### src/sv/spmq_pkg.sv
// package for the strict priority multi-level queue
// holds request kinds, result status codes, defaults and controller/datapath structs
// no dependencies

package spmq_pkg;

	// default sizing
	localparam int unsigned LEVELS_DEF       = 3;
	localparam int unsigned LEVEL_DEPTH_DEF  = 16;
	localparam int unsigned PAYLOAD_BITS_DEF = 16;

	// fixed field widths of the stream ports
	localparam int unsigned KIND_W    = 2;
	localparam int unsigned LEVEL_W   = 2;
	localparam int unsigned PAYLOAD_W = 16;
	localparam int unsigned STATUS_W  = 3;

	// request kinds
	localparam logic [KIND_W-1:0] KIND_ENQ  = 2'd0;
	localparam logic [KIND_W-1:0] KIND_DEQ  = 2'd1;
	localparam logic [KIND_W-1:0] KIND_STOP = 2'd2;

	// result status codes
	localparam logic [STATUS_W-1:0] ST_ACCEPTED = 3'd0;
	localparam logic [STATUS_W-1:0] ST_REFUSED  = 3'd1;
	localparam logic [STATUS_W-1:0] ST_FULL     = 3'd2;
	localparam logic [STATUS_W-1:0] ST_DEQUEUED = 3'd3;
	localparam logic [STATUS_W-1:0] ST_EMPTY    = 3'd4;
	localparam logic [STATUS_W-1:0] ST_STOPPED  = 3'd5;

	// controller to datapath commands
	typedef struct packed {
		logic capture;
		logic rd;
		logic commit;
	} spmq_cmd_t;

	// datapath to controller status
	typedef struct packed {
		logic deq;
		logic ign;
		logic out_free;
	} spmq_sts_t;

endpackage

### src/sv/strict_priority_multi_queue.sv
// Strict priority multi-level queue: one FIFO per priority level in a shared item memory,
// the highest non-empty level is always served first, arrival order within a level.
// Requests arrive on the slave stream with the kind in tuser: enqueue, dequeue or stop.
// Every enqueue, dequeue and stop gives one result on the master stream with its status in
// tuser; an unused kind is dropped with no result. One request is worked on at a time:
// an enqueue or stop is written to the result register from the held request, a dequeue
// after the registered read of the item memory. The next request is taken as soon as
// the current one has been written to the result register, so a result may wait there
// while the following request is held. A result still waiting in the result register
// stalls the commit of the held request until m_tready frees the register.
// After a stop, enqueues are refused but queued items can still be dequeued.
// An enqueue to a full level is dropped and flagged.
// Depends on spmq_pkg, spmq_ctrl and spmq_dp.

module strict_priority_multi_queue #(
	parameter int unsigned LEVELS       = spmq_pkg::LEVELS_DEF,
	parameter int unsigned LEVEL_DEPTH  = spmq_pkg::LEVEL_DEPTH_DEF,
	parameter int unsigned PAYLOAD_BITS = spmq_pkg::PAYLOAD_BITS_DEF
) (
	input  logic        clk,
	input  logic        arst_n,
	input  logic        s_tvalid,
	output logic        s_tready,
	input  logic [23:0] s_tdata,   // level [1:0], payload [17:2], zero [23:18]
	input  logic [1:0]  s_tuser,   // kind [1:0]
	output logic        m_tvalid,
	input  logic        m_tready,
	output logic [23:0] m_tdata,   // out_payload [15:0], out_level [17:16],
	                               // now_empty [18], drained [19], zero [23:20]
	output logic [2:0]  m_tuser    // status [2:0]
);

	spmq_pkg::spmq_cmd_t cmd;
	spmq_pkg::spmq_sts_t sts;

	logic [spmq_pkg::PAYLOAD_W-1:0] out_payload;
	logic [spmq_pkg::LEVEL_W-1:0]   out_level;
	logic                           now_empty;
	logic                           drained;

	// request sequencing
	spmq_ctrl u_ctrl (
		.clk      (clk),
		.arst_n   (arst_n),
		.s_tvalid (s_tvalid),
		.s_tready (s_tready),
		.sts      (sts),
		.cmd      (cmd)
	);

	// queue storage and result
	spmq_dp #(
		.LEVELS       (LEVELS),
		.LEVEL_DEPTH  (LEVEL_DEPTH),
		.PAYLOAD_BITS (PAYLOAD_BITS)
	) u_dp (
		.clk         (clk),
		.arst_n      (arst_n),
		.cmd         (cmd),
		.sts         (sts),
		.in_kind     (s_tuser),
		.in_level    (s_tdata[1:0]),
		.in_payload  (s_tdata[17:2]),
		.m_tready    (m_tready),
		.m_tvalid    (m_tvalid),
		.status      (m_tuser),
		.out_payload (out_payload),
		.out_level   (out_level),
		.now_empty   (now_empty),
		.drained     (drained)
	);

	// pack the result
	assign m_tdata = {4'd0, drained, now_empty, out_level, out_payload};

endmodule

### src/sv/spmq_ctrl.sv
// controller of the strict priority multi-level queue
// sequences capture, item memory read and commit of one request at a time
// depends on spmq_pkg

module spmq_ctrl (
	input  logic                clk,
	input  logic                arst_n,
	input  logic                s_tvalid,
	output logic                s_tready,
	input  spmq_pkg::spmq_sts_t sts,
	output spmq_pkg::spmq_cmd_t cmd
);

	typedef enum logic [1:0] {
		IDLE,
		EXEC,
		RDATA
	} state_t;

	state_t state_q;

	// ready whenever no request is held
	assign s_tready = (state_q == IDLE);

	// commands from state and datapath status
	always_comb begin
		cmd = '0;
		unique case (state_q)
			IDLE: begin
				cmd.capture = s_tvalid;
			end
			EXEC: begin
				cmd.rd     = sts.deq;
				cmd.commit = !sts.ign && !sts.deq && sts.out_free;
			end
			RDATA: begin
				cmd.commit = sts.out_free;
			end
			default: begin
				cmd = '0;
			end
		endcase
	end

	// state register
	always_ff @(posedge clk or negedge arst_n) begin
		if (!arst_n) begin
			state_q <= IDLE;
		end else begin
			unique case (state_q)
				IDLE: begin
					if (s_tvalid) state_q <= EXEC;
				end
				EXEC: begin
					priority if (sts.ign) begin
						state_q <= IDLE;
					end else if (sts.deq) begin
						state_q <= RDATA;
					end else if (sts.out_free) begin
						state_q <= IDLE;
					end
				end
				RDATA: begin
					if (sts.out_free) state_q <= IDLE;
				end
				default: begin
					state_q <= IDLE;
				end
			endcase
		end
	end

endmodule

### src/sv/spmq_dp.sv
// datapath of the strict priority multi-level queue
// item memory, per level pointers and counts, top level encoder, result register
// depends on spmq_pkg

module spmq_dp #(
	parameter int unsigned LEVELS       = spmq_pkg::LEVELS_DEF,
	parameter int unsigned LEVEL_DEPTH  = spmq_pkg::LEVEL_DEPTH_DEF,
	parameter int unsigned PAYLOAD_BITS = spmq_pkg::PAYLOAD_BITS_DEF
) (
	input  logic                              clk,
	input  logic                              arst_n,
	input  spmq_pkg::spmq_cmd_t               cmd,
	output spmq_pkg::spmq_sts_t               sts,
	input  logic [spmq_pkg::KIND_W-1:0]       in_kind,
	input  logic [spmq_pkg::LEVEL_W-1:0]      in_level,
	input  logic [spmq_pkg::PAYLOAD_W-1:0]    in_payload,
	input  logic                              m_tready,
	output logic                              m_tvalid,
	output logic [spmq_pkg::STATUS_W-1:0]     status,
	output logic [spmq_pkg::PAYLOAD_W-1:0]    out_payload,
	output logic [spmq_pkg::LEVEL_W-1:0]      out_level,
	output logic                              now_empty,
	output logic                              drained
);

	localparam int unsigned LIW      = $clog2(LEVELS);
	localparam int unsigned PW       = $clog2(LEVEL_DEPTH);
	localparam int unsigned CW       = $clog2(LEVEL_DEPTH + 1);
	localparam int unsigned MEM_D    = LEVELS * LEVEL_DEPTH;
	localparam int unsigned AW       = $clog2(MEM_D);
	localparam int unsigned SW       = (PAYLOAD_BITS < spmq_pkg::PAYLOAD_W) ?
	                                   PAYLOAD_BITS : spmq_pkg::PAYLOAD_W;

	// held request
	logic [spmq_pkg::KIND_W-1:0] kind_q;
	logic [LIW-1:0]              lvl_q;
	logic [SW-1:0]               pay_q;

	// queue state
	logic [PW-1:0]  head_q [LEVELS];
	logic [PW-1:0]  tail_q [LEVELS];
	logic [CW-1:0]  cnt_q  [LEVELS];
	logic [LIW-1:0] top_q;
	logic           any_q;
	logic           stop_q;

	// item memory and registered read
	logic [SW-1:0] mem [MEM_D];
	logic [SW-1:0] rd_q;

	// result register
	logic                              ovalid_q;
	logic [spmq_pkg::STATUS_W-1:0]     status_q;
	logic [spmq_pkg::PAYLOAD_W-1:0]    opay_q;
	logic [spmq_pkg::LEVEL_W-1:0]      olvl_q;
	logic                              empty_q;
	logic                              drained_q;

	logic [LIW-1:0] lvl_sat;
	logic [AW-1:0]  wr_addr;
	logic [AW-1:0]  rd_addr;
	logic           enq_ok;
	logic           deq_ok;
	logic [LEVELS-1:0] nz;
	logic [LIW-1:0] top_n;
	logic           any_n;
	logic           stop_n;
	logic [spmq_pkg::STATUS_W-1:0] status_n;

	// saturate an out of range level to the highest one
	always_comb begin
		if (32'(in_level) >= LEVELS) begin
			lvl_sat = LIW'(LEVELS - 1);
		end else begin
			lvl_sat = LIW'(in_level);
		end
	end

	// status to controller
	assign sts.deq      = (kind_q == spmq_pkg::KIND_DEQ);
	assign sts.ign      = (kind_q != spmq_pkg::KIND_ENQ) && (kind_q != spmq_pkg::KIND_DEQ) &&
	                      (kind_q != spmq_pkg::KIND_STOP);
	assign sts.out_free = !ovalid_q || m_tready;

	// memory addresses
	assign wr_addr = AW'(int'(lvl_q) * LEVEL_DEPTH + int'(tail_q[lvl_q]));
	assign rd_addr = AW'(int'(top_q) * LEVEL_DEPTH + int'(head_q[top_q]));

	assign enq_ok = (kind_q == spmq_pkg::KIND_ENQ) && !stop_q &&
	                (cnt_q[lvl_q] != CW'(LEVEL_DEPTH));
	assign deq_ok = (kind_q == spmq_pkg::KIND_DEQ) && any_q;

	// levels left non-empty after a dequeue from the top level
	always_comb begin
		for (int i = 0; i < LEVELS; i++) begin
			if (LIW'(i) == top_q) begin
				nz[i] = (cnt_q[i] > CW'(1));
			end else begin
				nz[i] = (cnt_q[i] != '0);
			end
		end
	end

	// next top level, any flag, stop flag and status
	always_comb begin
		top_n    = top_q;
		any_n    = any_q;
		stop_n   = stop_q;
		status_n = spmq_pkg::ST_STOPPED;
		unique case (kind_q)
			spmq_pkg::KIND_ENQ: begin
				priority if (stop_q) begin
					status_n = spmq_pkg::ST_REFUSED;
				end else if (!enq_ok) begin
					status_n = spmq_pkg::ST_FULL;
				end else begin
					status_n = spmq_pkg::ST_ACCEPTED;
					any_n    = 1'b1;
					if (!any_q || (lvl_q > top_q)) top_n = lvl_q;
				end
			end
			spmq_pkg::KIND_DEQ: begin
				if (!any_q) begin
					status_n = spmq_pkg::ST_EMPTY;
				end else begin
					status_n = spmq_pkg::ST_DEQUEUED;
					top_n    = '0;
					for (int i = 0; i < LEVELS; i++) begin
						if (nz[i]) top_n = LIW'(i);
					end
					any_n = |nz;
				end
			end
			spmq_pkg::KIND_STOP: begin
				stop_n   = 1'b1;
				status_n = spmq_pkg::ST_STOPPED;
			end
			default: begin
				status_n = spmq_pkg::ST_STOPPED;
			end
		endcase
	end

	// request hold, memory and result payload
	always_ff @(posedge clk) begin
		if (cmd.capture) begin
			kind_q <= in_kind;
			lvl_q  <= lvl_sat;
			pay_q  <= SW'(in_payload);
		end
		if (cmd.rd) begin
			rd_q <= mem[rd_addr];
		end
		if (cmd.commit && enq_ok) begin
			mem[wr_addr] <= pay_q;
		end
		if (cmd.commit) begin
			status_q  <= status_n;
			opay_q    <= deq_ok ? spmq_pkg::PAYLOAD_W'(rd_q) : '0;
			olvl_q    <= deq_ok ? spmq_pkg::LEVEL_W'(top_q) : '0;
			empty_q   <= !any_n;
			drained_q <= stop_n && !any_n;
		end
	end

	// queue state and result valid
	always_ff @(posedge clk or negedge arst_n) begin
		if (!arst_n) begin
			for (int i = 0; i < LEVELS; i++) begin
				head_q[i] <= '0;
				tail_q[i] <= '0;
				cnt_q[i]  <= '0;
			end
			top_q    <= '0;
			any_q    <= 1'b0;
			stop_q   <= 1'b0;
			ovalid_q <= 1'b0;
		end else begin
			if (cmd.commit) begin
				top_q  <= top_n;
				any_q  <= any_n;
				stop_q <= stop_n;
				if (enq_ok) begin
					tail_q[lvl_q] <= (tail_q[lvl_q] == PW'(LEVEL_DEPTH - 1)) ?
					                 '0 : tail_q[lvl_q] + 1'b1;
					cnt_q[lvl_q]  <= cnt_q[lvl_q] + 1'b1;
				end
				if (deq_ok) begin
					head_q[top_q] <= (head_q[top_q] == PW'(LEVEL_DEPTH - 1)) ?
					                 '0 : head_q[top_q] + 1'b1;
					cnt_q[top_q]  <= cnt_q[top_q] - 1'b1;
				end
			end
			if (cmd.commit) begin
				ovalid_q <= 1'b1;
			end else if (m_tready) begin
				ovalid_q <= 1'b0;
			end
		end
	end

	assign m_tvalid    = ovalid_q;
	assign status      = status_q;
	assign out_payload = opay_q;
	assign out_level   = olvl_q;
	assign now_empty   = empty_q;
	assign drained     = drained_q;

endmodule
### config.mk
export PLATFORM = sky130hd
export DESIGN_NAME = strict_priority_multi_queue
export DESIGN_NICKNAME = d
export VERILOG_FILES = /design/src/sv/spmq_pkg.sv /design/src/sv/strict_priority_multi_queue.sv /design/src/sv/spmq_ctrl.sv /design/src/sv/spmq_dp.sv
export SDC_FILE = /design/constraint.sdc
export NUM_CORES = 1
export LEC_CHECK = 0
export CAP_MARGIN = 25
export CELL_PAD_IN_SITES_DETAIL_PLACEMENT = 1
export CELL_PAD_IN_SITES_GLOBAL_PLACEMENT = 1
export CORE_UTILIZATION = 25
export CTS_CLUSTER_SIZE = 8
export DETAILED_ROUTE_END_ITERATION = 7
export DONT_BUFFER_PORTS = 1
export PLACE_DENSITY = 0.45
export SLEW_MARGIN = 15
export SYNTH_ARGS = -nofsm -noshare
export SYNTH_HDL_FRONTEND = slang
export SYNTH_SLANG_ARGS = --single-unit
### constraint.sdc
create_clock -name clk -period 8.4 [get_ports clk]
set_input_delay 0.84 -clock clk [delete_from_list [all_inputs] [get_ports clk]]
set_output_delay 0.84 -clock clk [all_outputs]
set_load 0.03 [all_outputs]
# After elaboration in Yosys (flattened, before gate mapping)

Memories as Yosys holds them, arrays and structs flattened. A register that Yosys moved wholly into a read port is not among the register bits.
Index checks and enable logic that the tools add are counted.

Add/sub/neg operators: 6
$lt $le $gt $ge: 9
Eq/ne operators: 16
Mux-type cells: 60
Bitwise gates (word level): 2
Reduce and logical (&&, ||, !) cells: 32

Operator list:

| cell                                                                  | number |
|---|---|
| 15-bit two-way mux                                                    | 3 |
| 4-bit two-way mux                                                     | 8 |
| 15-bit bitwise mux                                                    | 2 |
| 5-bit two-way mux                                                     | 6 |
| 12-bit bitwise mux                                                    | 2 |
| 5-bit binary-select mux with 2-bit select                             | 2 |
| 5-bit demux with 2-bit select                                         | 2 |
| 2-bit two-way mux                                                     | 10 |
| 4-bit binary-select mux with 2-bit select                             | 2 |
| 4-bit demux with 2-bit select                                         | 2 |
| 5-bit by 1-bit > comparator with 1-bit output (second input constant) | 3 |
| 5-bit nonzero test                                                    | 3 |
| 1-bit two-way mux                                                     | 14 |
| 6-bit by 4-bit adder with 6-bit output                                | 2 |
| 1-bit logical AND                                                     | 11 |
| 4-bit by 1-bit adder with 4-bit output (second input constant)        | 2 |
| 4-bit == test (second input constant)                                 | 2 |
| 2-bit != test (second input constant)                                 | 4 |
| 3-bit greater-or-equal comparator (second input constant)             | 2 |
| 1-bit zero test                                                       | 6 |
| 2-bit zero test                                                       | 3 |
| 3-bit by 1-bit < comparator with 1-bit output (second input constant) | 2 |
| 3-bit two-way mux                                                     | 2 |
| 2-bit by 1-bit != test with 1-bit output (second input constant)      | 3 |
| other kinds (19)                                                      | 27 |

Flip-flop bits (word level): 89
Memory bits (writable): 768
Bits of input ports: 30
Output and inout port bits: 29
Memories: 1

Memories:

| name     | depth | width | rd ports | clocked after Yosys merged registers in | write ports | line          | source |
|---|---|---|---|---|---|---|---|
| u_dp.mem | 48    | 16    | 1        | 1                                       | 1           | spmq_dp.sv:48 | `logic [SW-1:0] mem [MEM_D];` |

# Depth between registers and ports, before layout

Word-level depth: 11
Depth in mapped cells: 11
Mapped depth without buffers: 9

# By module

From an unflattened synthesis, not the netlist that was laid out.

Cell total of the unflattened synthesis: 1,902
Area, all modules: 34,762.1 um^2

By module, submodules not included:

| module                      | instances | cells each | area each (um^2) |
|---|---|---|---|
| spmq_dp                     | 1         | 1,872      | 34,495.6 |
| spmq_ctrl                   | 1         | 23         | 217.7 |
| strict_priority_multi_queue | 1         | 7          | 48.8 |

# Least setup slack after synthesis

No wires, ideal clock.

Kind: register -> register
Start point: register u_dp.lvl_q[1]
End point: memory u_dp.mem[23][0] (netlist bit), enable pin
Setup time: 430 ps
Arrival: 3,346 ps
Data required time: 7,970 ps
Setup slack: 4,624 ps
Stages on the path, launching flop included: 10
Buffers on the path: 3
Clock period less this slack: 3,776 ps
Path through: edfxtp_1 buf_4 nor2b_1 buf_2 nand2_1 o21ai_1 nand3_1 or2_2 clkbuf_1 nor4_1

Longest elaborated chain between the ends: 9

Ends and longest elaborated chain:

| what                                                 | line                         | source |
|---|---|---|
| from (decl)                                          | spmq_dp.sv:36                | `logic [LIW-1:0] lvl_q;` |
| from (signal assigned)                               | spmq_dp.sv:148               | `lvl_q <= lvl_sat;` |
| 2-bit NOT with 3-bit output (not written as such)    | spmq_dp.sv:86, spmq_dp.sv:90 |  |
| 5-bit binary-select mux with 2-bit select            | spmq_dp.sv:90                | `(cnt_q[lvl_q] != CW'(LEVEL_DEPTH));` |
| 5-bit two-way mux (not written as such) (2 in a row) | spmq_dp.sv:90                |  |
| 5-bit != test                                        | spmq_dp.sv:90                |  |
| 1-bit logical AND                                    | spmq_dp.sv:89                | `assign enq_ok = (kind_q == spmq_pkg::KIND_ENQ) && !stop_q &&` |
| 1-bit logical AND                                    | spmq_dp.sv:154               | `if (cmd.commit && enq_ok) begin` |
| 1-bit two-way mux                                    | spmq_dp.sv:154               |  |
| 1-bit two-way mux (not written as such)              | spmq_dp.sv:155               | `mem[wr_addr] <= pay_q;` |
| to (decl)                                            | spmq_dp.sv:48                |  |

Several ways; a longest one is shown, not always the timed one. The select of a mux whose other input is x is not followed.

# Worst setup path after layout

Start point: register u_dp.top_q[0]
End point: register u_dp.rd_q[14] (read register of u_dp.mem), data pin

Longest elaborated chain between the ends: 5

Ends and longest elaborated chain:

| what                                                 | line           | source |
|---|---|---|
| from (decl)                                          | spmq_dp.sv:43  | `logic [LIW-1:0] top_q;` |
| from (signal assigned)                               | spmq_dp.sv:180 | `top_q <= top_n;` |
| 2-bit NOT with 3-bit output (not written as such)    | spmq_dp.sv:87  | `assign rd_addr = AW'(int'(top_q) * LEVEL_DEPTH + int'(head_q[top_q]));` |
| 4-bit binary-select mux with 2-bit select            | spmq_dp.sv:87  |  |
| 4-bit two-way mux (not written as such) (2 in a row) | spmq_dp.sv:87  |  |
| 6-bit by 4-bit adder with 6-bit output (*)           | spmq_dp.sv:87  |  |
| to (decl)                                            | spmq_dp.sv:49  | `logic [SW-1:0] rd_q;` |

Every way passes the cells marked *; elsewhere a longest branch is shown, timed or not. The select of a mux whose other input is x is not followed.
A chain may end at the register's enable or synchronous reset.

==> summary.txt <==
status: completed
core area: 138000 um2
VDD IR max: 0.000175 V
startpoint types: register
synthesized area per cell: 17.3 um2
cts bufs inserted: 119
Clock Tree Buf Depth: 3
final core utilization: 29.6%
post-DR vias/cell: 4.78
net count reported at finish: 2168
worst reg2reg path startpoint: u_dp.top_q[0]
vias in the first global route: 20400
Critical R2R Capture: u_dp.rd_q[14]
global-route wire length before repair: 152000 um
IO Pins: 59
#FFs+latches synth: 873
initial antenna violation count: 16
GP Congestion: 0.779
drt pass-1 iters: 5
Root Buffer Master: clkbuf_16
CTS tree: yes
final hold slack: 207 ps
initial core utilization: 25.3%
Hold EP: u_dp.pay_q[13]
setup TNS: 0 ps
Sink Count: 873
1st-iter DRT viols: 1527
worst hold path type: input pin to register
worst slew pin tran: 1030 ps
H-tree lvl count: 3
input/output buffers: 0
Leak: 0.0127 uW
Highest Clock Rate: 204 MHz
R2R depth: 9
row count: 136
# setup viols final: 0
RSZ-0062 raised after global routing: no
Max Cap Violations: 0
critical path class: register to register
Die Y: 376 um
total gr overflow: 0
Crit. End Element: register
CP Data Required Time: 8870 ps
die area: 141000 um2
CTS clock-pin slew for the worst setup and hold paths: 60 ps
r2r setup slk: 3510 ps
Post-DRT Antenna Nets: 0
Slew Limit Headroom: 30.2%
mapped cell area: 35000 um2
Synth async-reset ratio: 5.27%
Area Overhead vs Synth: 16.8%
Die X: 376 um
synth top area cells: edfxtp_1 71%, mux2i_1 4.3%, mux4_2 4.0%
Yosys top cell area share: 71.0%
largest net degree at the start of global routing: 102
layout cell share with drive strength beyond 1: 19.0%
Power Dens Cells: 313 nW/um2
setup repair bufs after CTS: 0
Syn Inst Count: 2022
Synthesis Warnings: 0
most used flip-flop cell after synthesis: edfxtp_1
Critical Path AT: 5360 ps
# DRC: 0
worst hold path depth: 0
crit path max fanout: 97
register area share after synthesis: 74.3%
Hold Fails Final Rpt: 0
via count: 19200
gr usage total: 15.1%
Yosys top cell by area: edfxtp_1
Max Slew Vio Count: 0
clock insertion delay at the later pin of the skew report: 740 ps
min Tclk post-route: 4890 ps
crit share post-route: 58.3%
post-synth cell types: 70
Layout Skew: 58.7 ps
Routed WL: 107000 um
commonest non-fill, non-tap cell in the layout: edfxtp_1
number of enable flip-flop cells after synthesis: 827
Post-DP HPWL: 61300 um
HP Start: s_tdata[15]
routed len/inst: 26.6 um
commonest non-fill, non-tap cells in the layout: 827 x edfxtp_1, 148 x mux2i_1, 121 x nand2_1
## layer usage
layer  up-vias  global-route usage (%)  wire length (um)  share of wire [%]
met1     10300                    21.3             50300                 47
met4         0                    3.90              2120                2.0
met3       130                    2.81              5180                4.9
li1       8278                       -                 -                  -
met5         -                       0                 0                  0
met2       498                    23.8             49200                 46
## where the power goes
group,internal [uW],switching (uW)
Sequential,5120,210
Combinational,1040,2100
Clock,2510,1800
## metrics by stage
| stage | setup slack (ps) | cell area (um2) | power [uW] | std cells |
|---|---|---|---|---|
| 4_1_cts | 3280 | 40800 | 13000 | 4013 |
| 5_1_grt | 3270 | 40900 | 13300 | 4016 |
| 3_3_place_gp | 3400 | 37500 | 8530 | 3861 |
| 2_1_floorplan | 4620 | 35000 | 7300 | 2025 |
| 3_5_place_dp | 3320 | 37600 | 8580 | 3864 |
| 6_report | 3510 | 40900 | 12800 | 4017 |
## final cells by class
cell class,count,area [um2]
sequential,873,26000
clock buffer,138,3050
multi-input combinational,984,8340
antenna,1,2.50
inverter,52,208
timing repair buffer,97,793
clock inverter,9,170
tap,1863,2330
fill,14200,97300
## critical path: stages, from the launching register on
cell	delay (ps)
dfrtp_1	540
buf_4	310
and2b_1	740
a22oi_4	150
inv_8	620
buf_4	780
mux2_2	410
o211ai_1	190
o2111ai_1	390
and3_1	330
## worst max path at each step
stage	cells past startpoint	startpoint	slack, ps	endpoint
floorplan	9	u_dp.lvl_q[1]	4620	u_dp.mem[23][0]
global placement	8	u_dp.lvl_q[1]	3400	u_dp.mem[47][0]
detailed placement	8	u_dp.lvl_q[1]	3320	u_dp.mem[46][1]
CTS	8	u_dp.lvl_q[1]	3280	u_dp.mem[47][1]
global route	9	u_dp.top_q[0]	3270	u_dp.rd_q[9]
finish	9	u_dp.top_q[0]	3510	u_dp.rd_q[14]
## repair_timing
action                     in CTS  in global routing
hold endpoints to repair       46                  0
resized for setup               0                  0
hold buffers                    2                  0
setup endpoints to repair       0                  0
## synth_stat cells, drive strengths merged, types with 20 or more instances
cell,number
buf,59
mux2,99
clkbuf,57
a21oi,45
o22ai,26
inv,50
a22oi,25
edfxtp,827
nand2,121
a32o,28
mux4,62
mux2i,150
and3,33
dfrtp,46
a31oi,20
nor2,87
o211ai,79
## registers in the layout, summed over array words and instances, names as in the netlist, named ones only
| register | cells |
|---|---|
| u_ctrl.state_q | 2 |
| u_dp.cnt_q | 15 |
| u_dp.drained | 1 |
| u_dp.head_q | 12 |
| u_dp.kind_q | 2 |
| u_dp.lvl_q | 2 |
| u_dp.m_tvalid | 1 |
| u_dp.mem | 768 |
| u_dp.now_empty | 1 |
| u_dp.out_level | 2 |
| u_dp.out_payload | 16 |
| u_dp.pay_q | 16 |
| u_dp.rd_q | 16 |
| u_dp.status | 3 |
| u_dp.stop_q | 1 |
| u_dp.tail_q | 12 |
| u_dp.top_q | 2 |
## logic make-up (layout without fill, tap and decap cells)
group           count (synthesis)  in the layout  share of synthesized area, %
flops                         873            873                          74.3
fa+ha+maj                      11             11                         0.393
compound gates                342            342                          7.40
other cells                     1              5                        0.0107
buf+inv                       168            296                          2.19
simple gates                  308            308                          4.01
mux                           311            311                          11.5
xor+xnor                        8              8                         0.200
No activity file was read; power rests on OpenSTA's default activity.
